### config.mk
export PLATFORM = sky130hd
export DESIGN_NAME = robot_target_follow_fsm_unit_flat
export DESIGN_NICKNAME = d
export VERILOG_FILES = /design/src/design/rtf_pkg.sv /design/src/design/rtf_tick_if.sv /design/src/design/rtf_result_if.sv /design/src/design/rtf_cfg_if.sv /design/src/design/rtf_lane.sv /design/src/design/rtf_core.sv /design/src/design/robot_target_follow_fsm_unit.sv /design/src/flat_wrapper.sv
export VERILOG_INCLUDE_DIRS = /design/src /design/src/design
export SDC_FILE = /design/constraint.sdc
export NUM_CORES = 1
export LEC_CHECK = 0
export ABC_AREA = 1
export BUFFER_PORTS_ARGS = -buffer_cell sky130_fd_sc_hd__buf_2
export CAP_MARGIN = 25
export CORE_UTILIZATION = 60
export CTS_CLUSTER_SIZE = 24
export DETAILED_ROUTE_END_ITERATION = 8
export PLACE_DENSITY = 0.78
export SLEW_MARGIN = 15
export SYNTH_ARGS = -nofsm -noshare
export SYNTH_HDL_FRONTEND = slang
export SYNTH_HIERARCHICAL = 1
export SYNTH_SLANG_ARGS = --single-unit
### constraint.sdc
create_clock -name clk -period 8.6 [get_ports clk]
set_clock_uncertainty 0.1 [all_clocks]
set_input_delay 1.72 -clock clk [delete_from_list [all_inputs] [get_ports clk]]
set_output_delay 1.72 -clock clk [all_outputs]
set_load 0.01 [all_outputs]
### src/design/robot_target_follow_fsm_unit_macros.svh
// ----------------------------------------------------------------------------
// Assertion macros for the target-follow mode controller
// Clocked, reset-qualified property wrappers used by the RTL files.
// ----------------------------------------------------------------------------
`ifndef ROBOT_TARGET_FOLLOW_FSM_UNIT_MACROS_SVH
`define ROBOT_TARGET_FOLLOW_FSM_UNIT_MACROS_SVH

// same-cycle implication
`define RTF_ASSERT_IMPL(label, clk, rst_n, ante, cons, msg) \
    label: assert property (@(posedge clk) disable iff (!rst_n) (ante) |-> (cons)) \
        else $error(msg);

// next-cycle implication
`define RTF_ASSERT_NEXT(label, clk, rst_n, ante, cons, msg) \
    label: assert property (@(posedge clk) disable iff (!rst_n) (ante) |=> (cons)) \
        else $error(msg);

`endif

### src/design/rtf_pkg.sv
// ----------------------------------------------------------------------------
// rtf_pkg
// Types, codes and reset values shared by the target-follow controller.
// ----------------------------------------------------------------------------
package rtf_pkg;

    localparam int DIST_W        = 16;
    localparam int CFG_W         = 16;
    localparam int CFG_IDX_W     = 3;
    localparam int TIME_BITS_DEF = 24;
    localparam int LANES         = 3;

    // lane positions
    localparam int LANE_LEFT   = 0;
    localparam int LANE_MIDDLE = 1;
    localparam int LANE_RIGHT  = 2;

    localparam logic [DIST_W-1:0] CONTACT_CODE = 16'hFFFF;

    // mode codes
    localparam logic [1:0] MODE_ENTRY   = 2'd0;
    localparam logic [1:0] MODE_BACKOFF = 2'd1;
    localparam logic [1:0] MODE_SEARCH  = 2'd2;
    localparam logic [1:0] MODE_FOLLOW  = 2'd3;

    // drive commands
    localparam logic [2:0] DRV_KEEP   = 3'd0;
    localparam logic [2:0] DRV_FWD    = 3'd1;
    localparam logic [2:0] DRV_REV    = 3'd2;
    localparam logic [2:0] DRV_TANK_L = 3'd3;
    localparam logic [2:0] DRV_TANK_R = 3'd4;
    localparam logic [2:0] DRV_ARC_L  = 3'd5;
    localparam logic [2:0] DRV_ARC_R  = 3'd6;
    localparam logic [2:0] DRV_STOP   = 3'd7;

    // LED modes
    localparam logic [1:0] LED_OFF   = 2'd0;
    localparam logic [1:0] LED_ON    = 2'd1;
    localparam logic [1:0] LED_BLINK = 2'd2;

    // edge event codes
    localparam logic [1:0] EDGE_NONE  = 2'd0;
    localparam logic [1:0] EDGE_LEFT  = 2'd1;
    localparam logic [1:0] EDGE_RIGHT = 2'd2;
    localparam logic [1:0] EDGE_OTHER = 2'd3;

    // register indexes
    localparam logic [CFG_IDX_W-1:0] CFG_RING_THRESHOLD = 3'd0;
    localparam logic [CFG_IDX_W-1:0] CFG_ENTRY_MS       = 3'd1;
    localparam logic [CFG_IDX_W-1:0] CFG_BACKOFF_MS     = 3'd2;
    localparam logic [CFG_IDX_W-1:0] CFG_SEARCH_INIT_MS = 3'd3;
    localparam logic [CFG_IDX_W-1:0] CFG_SEARCH_INC_MS  = 3'd4;
    localparam logic [CFG_IDX_W-1:0] CFG_SEARCH_LIM_MS  = 3'd5;
    localparam logic [CFG_IDX_W-1:0] CFG_REGAIN_MS      = 3'd6;

    // register reset values
    localparam logic [CFG_W-1:0] RST_RING_THRESHOLD = 16'd600;
    localparam logic [CFG_W-1:0] RST_ENTRY_MS       = 16'd300;
    localparam logic [CFG_W-1:0] RST_BACKOFF_MS     = 16'd300;
    localparam logic [CFG_W-1:0] RST_SEARCH_INIT_MS = 16'd200;
    localparam logic [CFG_W-1:0] RST_SEARCH_INC_MS  = 16'd100;
    localparam logic [CFG_W-1:0] RST_SEARCH_LIM_MS  = 16'd1000;
    localparam logic [CFG_W-1:0] RST_REGAIN_MS      = 16'd200;

    typedef struct packed {
        logic [CFG_W-1:0] ring_threshold;
        logic [CFG_W-1:0] entry_ms;
        logic [CFG_W-1:0] backoff_ms;
        logic [CFG_W-1:0] search_initial_ms;
        logic [CFG_W-1:0] search_increment_ms;
        logic [CFG_W-1:0] search_limit_ms;
        logic [CFG_W-1:0] regain_timeout_ms;
    } cfg_t;

    // per-sensor findings from one lane
    typedef struct packed {
        logic seen;
        logic contact;
    } lane_flags_t;

    typedef struct packed {
        logic [2:0] drive_cmd;
        logic [1:0] mode;
        logic [1:0] red_led;
        logic [1:0] orange_led;
    } res_t;

endpackage

### src/design/rtf_tick_if.sv
// ----------------------------------------------------------------------------
// rtf_tick_if
// Input channel: one tick with three distance readings and an edge event.
// ----------------------------------------------------------------------------
interface rtf_tick_if;
    import rtf_pkg::*;

    logic              valid;
    logic              ready;
    logic [DIST_W-1:0] left_distance;
    logic [DIST_W-1:0] middle_distance;
    logic [DIST_W-1:0] right_distance;
    logic [1:0]        edge_event;

    modport source (
        output valid, left_distance, middle_distance, right_distance, edge_event,
        input  ready
    );

    modport sink (
        input  valid, left_distance, middle_distance, right_distance, edge_event,
        output ready
    );
endinterface

### src/design/rtf_result_if.sv
// ----------------------------------------------------------------------------
// rtf_result_if
// Output channel: drive command, mode and LED modes for one tick.
// ----------------------------------------------------------------------------
interface rtf_result_if;
    logic       valid;
    logic       ready;
    logic [2:0] drive_cmd;
    logic [1:0] mode;
    logic [1:0] red_led;
    logic [1:0] orange_led;

    modport source (
        output valid, drive_cmd, mode, red_led, orange_led,
        input  ready
    );

    modport sink (
        input  valid, drive_cmd, mode, red_led, orange_led,
        output ready
    );
endinterface

### src/design/rtf_cfg_if.sv
// ----------------------------------------------------------------------------
// rtf_cfg_if
// Configuration write channel: register index and write data.
// ----------------------------------------------------------------------------
interface rtf_cfg_if;
    import rtf_pkg::*;

    logic                 valid;
    logic                 ready;
    logic [CFG_IDX_W-1:0] index;
    logic [CFG_W-1:0]     data;

    modport source (
        output valid, index, data,
        input  ready
    );

    modport sink (
        input  valid, index, data,
        output ready
    );
endinterface

### src/design/rtf_lane.sv
// ----------------------------------------------------------------------------
// rtf_lane
// One sensor lane: classifies a distance reading against the ring threshold.
// ----------------------------------------------------------------------------
module rtf_lane (
    input  logic [rtf_pkg::DIST_W-1:0] distance,
    input  logic [rtf_pkg::CFG_W-1:0]  threshold,
    output rtf_pkg::lane_flags_t       flags
);
    import rtf_pkg::*;

    // seen at or below threshold, contact on the reserved code
    always_comb
    begin
        flags.seen    = (distance <= threshold);
        flags.contact = (distance == CONTACT_CODE);
    end
endmodule

### src/design/rtf_core.sv
// ----------------------------------------------------------------------------
// rtf_core
// Merging stage: combines lane flags and edge event into the mode update.
// ----------------------------------------------------------------------------
`include "robot_target_follow_fsm_unit_macros.svh"

module rtf_core #(
    parameter int TIME_BITS = rtf_pkg::TIME_BITS_DEF
) (
    input  logic                       clk,
    input  logic                       rst_n,
    input  logic                       accept,
    input  rtf_pkg::lane_flags_t       flags [rtf_pkg::LANES],
    input  logic [1:0]                 edge_event,
    input  rtf_pkg::cfg_t              cfg,
    output rtf_pkg::res_t              res
);
    import rtf_pkg::*;

    localparam logic [TIME_BITS-1:0] TimeMax = '1;

    logic [1:0]           mode_reg,       mode_next;
    logic [TIME_BITS-1:0] time_reg,       time_next;
    logic                 sweep_left_reg, sweep_left_next;
    logic [TIME_BITS-1:0] last_flip_reg,  last_flip_next;
    logic [CFG_W-1:0]     sweep_len_reg,  sweep_len_next;
    logic [TIME_BITS-1:0] lost_reg,       lost_next;
    logic                 seen_left_reg,  seen_left_next;
    logic [3:0]           led_reg,        led_next;

    logic                 entered;
    logic                 start_search;
    logic                 search_left;
    logic                 start_follow;
    logic [2:0]           drv;
    logic [TIME_BITS-1:0] flip_elapsed;
    logic [TIME_BITS-1:0] lost_elapsed;
    logic [CFG_W:0]       sweep_sum;
    logic [CFG_W-1:0]     sweep_sat;
    logic                 lo, mo, ro, lc, mc, rc;

    // elapsed times and saturated sweep growth
    always_comb
    begin
        flip_elapsed = time_reg - last_flip_reg;
        lost_elapsed = time_reg - lost_reg;
        sweep_sum    = {1'b0, sweep_len_reg} + {1'b0, cfg.search_increment_ms};
        sweep_sat    = sweep_sum[CFG_W] ? '1 : sweep_sum[CFG_W-1:0];
        lo = !flags[LANE_LEFT].seen;
        mo = !flags[LANE_MIDDLE].seen;
        ro = !flags[LANE_RIGHT].seen;
        lc = flags[LANE_LEFT].contact;
        mc = flags[LANE_MIDDLE].contact;
        rc = flags[LANE_RIGHT].contact;
    end

    // mode update
    always_comb
    begin
        mode_next       = mode_reg;
        sweep_left_next = sweep_left_reg;
        last_flip_next  = last_flip_reg;
        sweep_len_next  = sweep_len_reg;
        lost_next       = lost_reg;
        seen_left_next  = seen_left_reg;
        led_next        = led_reg;
        drv             = DRV_KEEP;
        entered         = 1'b0;
        start_search    = 1'b0;
        search_left     = 1'b0;
        start_follow    = 1'b0;

        if (edge_event != EDGE_NONE)
        begin
            if (edge_event inside {EDGE_LEFT, EDGE_RIGHT})
            begin
                mode_next = MODE_BACKOFF;
                drv       = DRV_REV;
                entered   = 1'b1;
            end
            else
            begin
                // other cause goes straight on to search
                start_search = 1'b1;
            end
        end
        else
        begin
            case (mode_reg)
                MODE_ENTRY:
                begin
                    if (time_reg == '0)
                        drv = DRV_FWD;
                    if (time_reg >= TIME_BITS'(cfg.entry_ms))
                        start_search = 1'b1;
                end
                MODE_BACKOFF:
                begin
                    if (time_reg >= TIME_BITS'(cfg.backoff_ms))
                        start_search = 1'b1;
                end
                MODE_SEARCH:
                begin
                    if (flags[LANE_MIDDLE].seen)
                        start_follow = 1'b1;
                    else if (flip_elapsed >= TIME_BITS'(sweep_len_reg))
                    begin
                        sweep_left_next = !sweep_left_reg;
                        last_flip_next  = time_reg;
                        if (sweep_len_reg == '0)
                            sweep_len_next = cfg.search_initial_ms;
                        else if (!sweep_left_reg && (sweep_len_reg < cfg.search_limit_ms))
                            sweep_len_next = sweep_sat;
                        drv = sweep_left_reg ? DRV_TANK_R : DRV_TANK_L;
                    end
                end
                default:
                begin
                    // follow: steer from range and contact flags
                    if ((lo && ro && !mo) || mc)
                    begin
                        drv       = DRV_FWD;
                        lost_next = '0;
                    end
                    else if ((!lo && ro) || lc)
                    begin
                        drv            = DRV_ARC_L;
                        seen_left_next = 1'b1;
                        lost_next      = '0;
                    end
                    else if ((lo && !ro) || rc)
                    begin
                        drv            = DRV_ARC_R;
                        seen_left_next = 1'b0;
                        lost_next      = '0;
                    end
                    else if (lost_reg == '0)
                    begin
                        lost_next = time_reg;
                        drv       = DRV_STOP;
                    end
                    else if (lost_elapsed > TIME_BITS'(cfg.regain_timeout_ms))
                    begin
                        start_search = 1'b1;
                        search_left  = !seen_left_reg;
                    end
                end
            endcase
        end

        // mode entry actions
        if (start_search)
        begin
            mode_next       = MODE_SEARCH;
            sweep_left_next = search_left;
            last_flip_next  = '0;
            sweep_len_next  = '0;
            led_next        = {LED_BLINK, LED_ON};
            entered         = 1'b1;
        end
        if (start_follow)
        begin
            mode_next = MODE_FOLLOW;
            lost_next = '0;
            led_next  = {LED_ON, LED_BLINK};
            entered   = 1'b1;
        end

        // time in mode, saturating
        if (entered)
            time_next = '0;
        else if (time_reg != TimeMax)
            time_next = time_reg + TIME_BITS'(1);
        else
            time_next = time_reg;
    end

    // result of this tick
    always_comb
    begin
        res.drive_cmd  = drv;
        res.mode       = mode_next;
        res.red_led    = led_next[1:0];
        res.orange_led = led_next[3:2];
    end

    // state registers, advanced on each accepted tick
    always_ff @(posedge clk or negedge rst_n)
    begin
        if (!rst_n)
        begin
            mode_reg       <= MODE_ENTRY;
            time_reg       <= '0;
            sweep_left_reg <= 1'b0;
            last_flip_reg  <= '0;
            sweep_len_reg  <= '0;
            lost_reg       <= '0;
            seen_left_reg  <= 1'b0;
            led_reg        <= {LED_OFF, LED_OFF};
        end
        else if (accept)
        begin
            mode_reg       <= mode_next;
            time_reg       <= time_next;
            sweep_left_reg <= sweep_left_next;
            last_flip_reg  <= last_flip_next;
            sweep_len_reg  <= sweep_len_next;
            lost_reg       <= lost_next;
            seen_left_reg  <= seen_left_next;
            led_reg        <= led_next;
        end
    end

    // assertions
    `RTF_ASSERT_NEXT(a_edge_backoff, clk, rst_n, accept && (edge_event == EDGE_LEFT || edge_event == EDGE_RIGHT), mode_reg == MODE_BACKOFF && time_reg == '0, "edge event did not restart back-off")
    `RTF_ASSERT_IMPL(a_flip_order, clk, rst_n, mode_reg == MODE_SEARCH, last_flip_reg <= time_reg, "last flip time ahead of time in mode")
    `RTF_ASSERT_IMPL(a_lost_order, clk, rst_n, mode_reg == MODE_FOLLOW, lost_reg <= time_reg, "lost time ahead of time in mode")
    `RTF_ASSERT_IMPL(a_search_leds, clk, rst_n, mode_reg == MODE_SEARCH, led_reg == {LED_BLINK, LED_ON}, "search LEDs wrong")
endmodule

### src/design/robot_target_follow_fsm_unit.sv
// Latency: a result is valid in the cycle after its tick transfer.
// Throughput: one tick per cycle while result.ready is high; mode update is one
// step between state registers, with an output register parting the channels.
// Reset (asynchronous, active low): state and config registers go to defaults,
// mode is entry with time in mode zero and both LEDs off; no result is pending.
// ----------------------------------------------------------------------------
// robot_target_follow_fsm_unit
// Top level: register file, three sensor lanes, mode update and output stage.
// ----------------------------------------------------------------------------
`include "robot_target_follow_fsm_unit_macros.svh"

module robot_target_follow_fsm_unit #(
    parameter int TIME_BITS = rtf_pkg::TIME_BITS_DEF
) (
    input  logic         clk,
    input  logic         rst_n,
    rtf_tick_if.sink     tick,
    rtf_result_if.source result,
    rtf_cfg_if.sink      cfg
);
    import rtf_pkg::*;

    cfg_t              cfg_reg;
    logic [DIST_W-1:0] lane_dist [LANES];
    lane_flags_t       flags [LANES];
    res_t              res_comb;
    res_t              res_data_reg;
    logic              res_valid_reg, res_valid_next;
    logic              accept;

    // configuration writes, always taken
    assign cfg.ready = 1'b1;

    always_ff @(posedge clk or negedge rst_n)
    begin
        if (!rst_n)
        begin
            cfg_reg.ring_threshold      <= RST_RING_THRESHOLD;
            cfg_reg.entry_ms            <= RST_ENTRY_MS;
            cfg_reg.backoff_ms          <= RST_BACKOFF_MS;
            cfg_reg.search_initial_ms   <= RST_SEARCH_INIT_MS;
            cfg_reg.search_increment_ms <= RST_SEARCH_INC_MS;
            cfg_reg.search_limit_ms     <= RST_SEARCH_LIM_MS;
            cfg_reg.regain_timeout_ms   <= RST_REGAIN_MS;
        end
        else if (cfg.valid)
        begin
            case (cfg.index)
                CFG_RING_THRESHOLD: cfg_reg.ring_threshold      <= cfg.data;
                CFG_ENTRY_MS:       cfg_reg.entry_ms            <= cfg.data;
                CFG_BACKOFF_MS:     cfg_reg.backoff_ms          <= cfg.data;
                CFG_SEARCH_INIT_MS: cfg_reg.search_initial_ms   <= cfg.data;
                CFG_SEARCH_INC_MS:  cfg_reg.search_increment_ms <= cfg.data;
                CFG_SEARCH_LIM_MS:  cfg_reg.search_limit_ms     <= cfg.data;
                CFG_REGAIN_MS:      cfg_reg.regain_timeout_ms   <= cfg.data;
                default:            ;
            endcase
        end
    end

    // sensor lanes
    assign lane_dist[LANE_LEFT]   = tick.left_distance;
    assign lane_dist[LANE_MIDDLE] = tick.middle_distance;
    assign lane_dist[LANE_RIGHT]  = tick.right_distance;

    for (genvar g = 0; g < LANES; g++)
    begin : g_lane
        rtf_lane u_lane (
            .distance  (lane_dist[g]),
            .threshold (cfg_reg.ring_threshold),
            .flags     (flags[g])
        );
    end

    // tick transfer whenever the output stage is free or draining
    assign tick.ready = !res_valid_reg || result.ready;
    assign accept     = tick.valid && tick.ready;

    rtf_core #(
        .TIME_BITS (TIME_BITS)
    ) u_core (
        .clk        (clk),
        .rst_n      (rst_n),
        .accept     (accept),
        .flags      (flags),
        .edge_event (tick.edge_event),
        .cfg        (cfg_reg),
        .res        (res_comb)
    );

    // output register
    always_comb
    begin
        if (accept)
            res_valid_next = 1'b1;
        else if (result.ready)
            res_valid_next = 1'b0;
        else
            res_valid_next = res_valid_reg;
    end

    always_ff @(posedge clk or negedge rst_n)
    begin
        if (!rst_n)
            res_valid_reg <= 1'b0;
        else
            res_valid_reg <= res_valid_next;
    end

    always_ff @(posedge clk)
    begin
        if (accept)
            res_data_reg <= res_comb;
    end

    assign result.valid      = res_valid_reg;
    assign result.drive_cmd  = res_data_reg.drive_cmd;
    assign result.mode       = res_data_reg.mode;
    assign result.red_led    = res_data_reg.red_led;
    assign result.orange_led = res_data_reg.orange_led;

    // assertions
    `RTF_ASSERT_NEXT(a_result_follows, clk, rst_n, accept, result.valid, "no result after tick transfer")
    `RTF_ASSERT_IMPL(a_ready_when_free, clk, rst_n, !res_valid_reg, tick.ready, "tick stalled with empty output stage")
    `RTF_ASSERT_NEXT(a_cfg_threshold, clk, rst_n, cfg.valid && cfg.index == CFG_RING_THRESHOLD, cfg_reg.ring_threshold == $past(cfg.data), "threshold write lost")
endmodule
### src/flat_wrapper.sv
// flat-port wrapper written by rule: the top's interface ports become plain ports
module robot_target_follow_fsm_unit_flat import rtf_pkg::*;
#(
    parameter int TIME_BITS = rtf_pkg::TIME_BITS_DEF
)
  (clk, rst_n, tick_valid, tick_left_distance, tick_middle_distance, tick_right_distance, tick_edge_event, tick_ready, result_valid, result_drive_cmd, result_mode, result_red_led, result_orange_led, result_ready, cfg_valid, cfg_index, cfg_data, cfg_ready);
  rtf_tick_if tick_i ();
  rtf_result_if result_i ();
  rtf_cfg_if cfg_i ();
  input  logic clk;
  input  logic rst_n;
  input wire logic [$bits(tick_i.valid)-1:0] tick_valid;
  input wire logic [$bits(tick_i.left_distance)-1:0] tick_left_distance;
  input wire logic [$bits(tick_i.middle_distance)-1:0] tick_middle_distance;
  input wire logic [$bits(tick_i.right_distance)-1:0] tick_right_distance;
  input wire logic [$bits(tick_i.edge_event)-1:0] tick_edge_event;
  output wire logic [$bits(tick_i.ready)-1:0] tick_ready;
  output wire logic [$bits(result_i.valid)-1:0] result_valid;
  output wire logic [$bits(result_i.drive_cmd)-1:0] result_drive_cmd;
  output wire logic [$bits(result_i.mode)-1:0] result_mode;
  output wire logic [$bits(result_i.red_led)-1:0] result_red_led;
  output wire logic [$bits(result_i.orange_led)-1:0] result_orange_led;
  input wire logic [$bits(result_i.ready)-1:0] result_ready;
  input wire logic [$bits(cfg_i.valid)-1:0] cfg_valid;
  input wire logic [$bits(cfg_i.index)-1:0] cfg_index;
  input wire logic [$bits(cfg_i.data)-1:0] cfg_data;
  output wire logic [$bits(cfg_i.ready)-1:0] cfg_ready;
  assign tick_i.valid = tick_valid;
  assign tick_i.left_distance = tick_left_distance;
  assign tick_i.middle_distance = tick_middle_distance;
  assign tick_i.right_distance = tick_right_distance;
  assign tick_i.edge_event = tick_edge_event;
  assign tick_ready = tick_i.ready;
  assign result_valid = result_i.valid;
  assign result_drive_cmd = result_i.drive_cmd;
  assign result_mode = result_i.mode;
  assign result_red_led = result_i.red_led;
  assign result_orange_led = result_i.orange_led;
  assign result_i.ready = result_ready;
  assign cfg_i.valid = cfg_valid;
  assign cfg_i.index = cfg_index;
  assign cfg_i.data = cfg_data;
  assign cfg_ready = cfg_i.ready;
  robot_target_follow_fsm_unit #(.TIME_BITS(TIME_BITS)) u_core (.clk(clk), .rst_n(rst_n), .tick(tick_i), .result(result_i), .cfg(cfg_i));
endmodule
# ---- Word-level counts from Yosys, hierarchy flattened
# Cells that the tools add are included.
dict set report classes {
  add_sub_neg 4
  n_lt_le_gt_ge 8
  n_eq_ne 18
  muxes 72
  bitwise_logic 3
  n_reduce_logical 42
}
# operator count
set op_table {}
lappend op_table {{2-to-1 mux 24 bit} 14}
lappend op_table {{2-to-1 mux 16 bit} 8}
lappend op_table {{greater-or-equal comparator 24 x 16 -> 1 bit} 3}
lappend op_table {{== test 16 bit (second input constant)} 3}
lappend op_table {{less-or-equal comparator 16 bit} 3}
lappend op_table {{logical NOT 24 bit} 2}
lappend op_table {{subtractor 24 bit} 2}
lappend op_table {{2-to-1 mux 1 bit} 33}
lappend op_table {{adder 24 x 1 -> 24 bit (second input constant)} 1}
lappend op_table {{greater-than comparator 24 x 16 -> 1 bit} 1}
lappend op_table {{2-to-1 mux 3 bit} 8}
lappend op_table {{inequality test 24 bit (second input constant)} 1}
lappend op_table {{adder 16 x 16 -> 17 bit} 1}
lappend op_table {{logical NOT 16 bit} 1}
lappend op_table {{< comparator 16 bit} 1}
lappend op_table {{AND reduction 2 bit} 8}
lappend op_table {{nonzero test 2 bit} 7}
lappend op_table {{2-to-1 mux 2 bit} 5}
lappend op_table {{AND reduction 5 bit} 2}
lappend op_table {{== test 3 bit (second input constant)} 3}
lappend op_table {{case mux 3 bit (3 select lines)} 1}
lappend op_table {{2-to-1 mux 4 bit} 2}
lappend op_table {{== test 3 x 2 -> 1 bit (second input constant)} 2}
lappend op_table {{logical AND 1 bit} 6}
lappend op_table {{16 further kinds} 29}
dict set report word_totals {
  ff_bits 218
  input_bits 74
  elab_cells 167
}

# ---- Depth between registers and ports, before layout
dict set report depth {
  depth_word 13
  ltp_mapped 31
}

# ---- Hierarchy
# Netlist, hierarchy kept.
# mod instances cells_per_inst area_each_um2 seq_area_each_um2
set modules_own_cells {}
lappend modules_own_cells {rtf_core 1 1640 10669.0 2402.3}
lappend modules_own_cells {robot_target_follow_fsm_unit 1 511 4739.5 3131.8}
lappend modules_own_cells {rtf_lane 3 76 466.7 0.0}

# ---- Worst setup path after synthesis
# OpenSTA, ideal clock, no wires.
dict set report synth_timing {
  path_kind {input -> register}
  start {input tick_middle_distance[15]}
  end {register u_core.u_core.last_flip_reg[23]}
  setup_time_ns 0.121
  arrival_ns 3.976
  t_required_ns 8.379
  setup_slack_ns 4.404
  cell_stages 23
  path_buffers 2
  cell_sequence {ha_1 > nand2_2 > nor3_2 > nand2_1 > nand2_1 > nand2_1 > nor3b_1 > nor2_1 > inv_1 > nor2_1 > inv_1 > nor2_1 > nand2_1 > nand2_2 > nand2_1 > nand3_1 > nand2_1 > inv_2 > nand2_2 > buf_6 > buf_6 > nand2_1 > o21ai_1}
}
# item line
set synth_lines {}
lappend synth_lines {{start, declared} flat_wrapper.sv:14} ;# input wire logic [$bits(tick_i.middle_distance)-1:0] tick_middle_distance;
lappend synth_lines {{end signal, assigned} rtf_core.sv:206} ;# last_flip_reg <= last_flip_next;
lappend synth_lines {{end, declared} rtf_core.sv:25} ;# logic [TIME_BITS-1:0] last_flip_reg, last_flip_next;

# ---- Worst setup path after layout
dict set report layout_timing {
  start {register u_core.u_core.time_reg[2]}
  end {register u_core.u_core.last_flip_reg[21]}
}
dict set report layout_via {
  elab_chain_len 11
}
# item line
set layout_lines {}
lappend layout_lines {{start, declared} rtf_core.sv:23} ;# logic [TIME_BITS-1:0] time_reg, time_next;
lappend layout_lines {{start signal, assigned} rtf_core.sv:204} ;# time_reg <= time_next;
lappend layout_lines {{subtractor 24 bit} rtf_core.sv:46} ;# lost_elapsed = time_reg - lost_reg;
lappend layout_lines {{greater-than comparator 24 x 16 -> 1 bit} rtf_core.sv:142} ;# else if (lost_elapsed > TIME_BITS'(cfg.regain_timeout_ms))
lappend layout_lines {{2-to-1 mux 1 bit} rtf_core.sv:142}
lappend layout_lines {{2-to-1 mux 1 bit} rtf_core.sv:137} ;# else if (lost_reg == '0)
lappend layout_lines {{2-to-1 mux 1 bit} rtf_core.sv:131} ;# else if ((lo && !ro) || rc)
lappend layout_lines {{2-to-1 mux 1 bit} rtf_core.sv:125} ;# else if ((!lo && ro) || lc)
lappend layout_lines {{2-to-1 mux 1 bit} rtf_core.sv:120} ;# if ((lo && ro && !mo) || mc)
lappend layout_lines {{case mux 1 bit (3 select lines)} rtf_core.sv:89} ;# case (mode_reg)
lappend layout_lines {{2-to-1 mux 1 bit} rtf_core.sv:73} ;# if (edge_event != EDGE_NONE)
lappend layout_lines {{inequality test 2 bit (no source line), or another cell as far along} n/a}
lappend layout_lines {{AND reduction 5 bit (no source line)} n/a}
# Parallel ways exist; a longest one is shown, timed or not.
# A chain may end at the register's enable or synchronous reset.

==> flow_metrics.tcl <==
set metrics [dict create \
    crit_start "u_core/u_core/time_reg[2]" \
    grt_pass1_vias 14840 \
    cts-root-buf "clkbuf_16" \
    syn_area_um2 16810 \
    gp_congestion 0.9633 \
    slew_violations 0 \
    finalSetupTns_ps 0 \
    grt_remaining_overflow 0 \
    synth_ff_type "dfrtp_1" \
    grt_usage_pct 33.51 \
    vias 16020 \
    vias_per_cell 5.656 \
    crit_type "register to register" \
    ant_nets 0 \
    r2r_slack_ps 3150 \
    cap_violations 0 \
    nets 2710 \
    cts_num_sinks 218 \
    initial_core_util_pct 61.68 \
    path_clk_slew_ps 60 \
    ys_async_sr_fraction_pct 95.87 \
    fin_ws_ps 3147 \
    diodes 0 \
    p_per_area_nw_per_um2 236.8 \
    numCtsBuffers 25 \
    syn_inst 2379 \
    post-route-min-period_ps 5453 \
    syn2layout_area_growth_pct 9.223 \
    drt_wl_total_um 47130 \
    die_x_um 169.4 \
    postLayoutCoreUtil_pct 67.37 \
    worst_skew_pair.late_latency_ps 530 \
    antenna_found_initial 0 \
    htreeDepth 1 \
    core_um2 27250 \
    grt_max_degree 88 \
    whs_path_depth 2 \
    yosys_warnings 6 \
    tritoncts "built" \
    cts-hold-fix-buffers 0 \
    avgSynthCellArea_um2 7.065 \
    die-area_um2 28690 \
    ctsLongestPathBuffers 3 \
    endpoint_kind "register" \
    crit_fanout 49 \
    final_cell_mix "nand2_1, inv_1, ha_1" \
    r2r_cells 22 \
    io_buffer_count 84 \
    place_area_um2 17510 \
    fin_crit_sh_pct 63.41 \
    fill_cells 2401 \
    hold_viol 0 \
    slew_headroom_pct 30.82 \
    ir_drop_uv 211.8 \
    hp-start "u_core/cfg_reg[72]" \
    tightest_slew_ps 1028 \
    ys_seq_elements 218 \
    post_cts_buffers 0 \
    dpl.hpwl_um 34760 \
    crit_slowest_cell "nand2_2" \
    path_cells "ha_1, nand3_1, nand2_1, nand2_1, nand2_2, a31oi_1, xnor2_1, ha_1, nand2_1, nor4_1, nand3_1, nand2_1, nand3_1, nor2_1, nand3_1, nand2_1, nand2_2, a21oi_4, nand2_4, nand2_2, nand2_1, o21ai_1" \
    rows 60 \
    synth_nets 2648 \
    post_route_cells_drive_above_1_share_pct 8.130 \
    fin_area_um2 18360 \
    crit_arrival_ps 5760 \
    drc 0 \
    cts_resized 0 \
    io_pins 86 \
    status "complete, no violations" \
    largest_register_ffs 112 \
    timing.fmax_ghz 0.1834 \
    cp_common_cell "nand2_1" \
    synth-edff-count 9 \
    dp_slack_ps 2976 \
    final_common_cell "nand2_1" \
    dieHeight_um 169.4 \
    rsz0062_at_grt "no" \
    p_leak_nw 9.907 \
    cpPeakStageDelay_ps 650 \
    avgRoutedWirePerCell_um 16.64 \
    setup-violations-final 0 \
    worstHoldPathType "register to register" \
    regToRegStartpoint "u_core/u_core/time_reg[2]" \
    layoutNonFillerInstCount 2832 \
    place_inst 2786 \
    synthDistinctLibCells 50 \
    grt_pass1_wl_um 76270 \
    drt_iter0_markers 1499 \
    critPathRequiredTime_ps 8910 \
    drtPass1Iterations 6 \
    ys_seq_area_share_pct 32.92 \
    worstSetupStartpointType "register" \
]
## cells in the mapped netlist (27+ instances only)
| master | n | area [um^2] |
|---|---|---|
| a21oi_1 | 125 | 625.6 |
| ha_1 | 192 | 2402 |
| dfstp_2 | 27 | 709.4 |
| dfrtp_1 | 182 | 4554 |
| xor2_1 | 39 | 341.6 |
| nand4_1 | 64 | 400.4 |
| nor2_1 | 144 | 540.5 |
| nand3_1 | 173 | 865.8 |
| o21ai_0 | 105 | 525.5 |
| nand2_1 | 743 | 2789 |
| inv_1 | 356 | 1336 |
| xnor2_1 | 28 | 245.2 |
## final timing paths
| check | end |
|---|---|
| min reg2reg | u_core/cfg_reg[72] |
| min in group asynchronous | u_core/cfg_reg[104] |
| max | u_core/u_core/last_flip_reg[21] |
| min | u_core/cfg_reg[72] |
| max reg2reg | u_core/u_core/last_flip_reg[21] |
| max in group asynchronous | u_core/u_core/time_reg[17] |
## area by class of cell
cell class | count | area [um^2] | area share (%)
multi-input combinational | 1742 | 9659 | 52.61
clock buffer | 36 | 738.2 | 4.021
timing repair buffer | 92 | 489.2 | 2.665
tap | 372 | 465.4 | 2.535
clock inverter | 10 | 113.9 | 0.6202
inverter | 362 | 1359 | 7.401
sequential | 218 | 5534 | 30.14
## where the power goes
| part | internal, W | switching (W) | total, W | leakage [nW] |
|---|---|---|---|---|
| Clock | 0.000659 | 0.000435 | 0.00109 | 0.419 |
| Sequential | 0.00125 | 0.000183 | 0.00143 | 2.68 |
| Combinational | 0.000668 | 0.00115 | 0.00182 | 6.80 |
| Total | 0.00258 | 0.00177 | 0.00435 | 9.91 |
## kinds of logic (layout without fill, tap and decap cells)
kind of cell / count (synthesis) / in the layout / synth area share (%)
other: 1 / 1 / 0.02231
flip-flops: 218 / 218 / 32.92
adder cells (fa/ha/maj): 195 / 195 / 14.65
XOR/XNOR: 67 / 67 / 3.491
AND/OR/NAND/NOR: 1200 / 1200 / 30.31
buffers and inverters: 419 / 500 / 9.684
AO/OA/AOI/OAI: 279 / 279 / 8.918
## worst max-delay path, delay by kind of cell (launching register included)
family,cells,cell delay (ps)
AOI/OAI and AO/OA,3,820
xor gates and xnor gates,1,170
adders and majority gates,2,780
DFF,1,550
and+or+nand+nor,16,2930
## routing by layer
metal  global-route usage [%]  share of wire (%)  routed length [um]
met2                    55.52                 46               21630
met1                    46.45                 44               20560
met4                    9.557                2.7                1266
met5                        0                  0                   0
met3                    3.615                7.8                3678
## metrics by stage
stage                     hold WS, ps  power (W)
after floorplan                 341.9   0.002704
after global placement          352.9   0.003154
after detailed placement        354.2   0.003219
after CTS                       363.4   0.004324
after global routing            378.3   0.004663
final                           364.5   0.004347
Note: power is estimated with default switching activity, not from simulation.
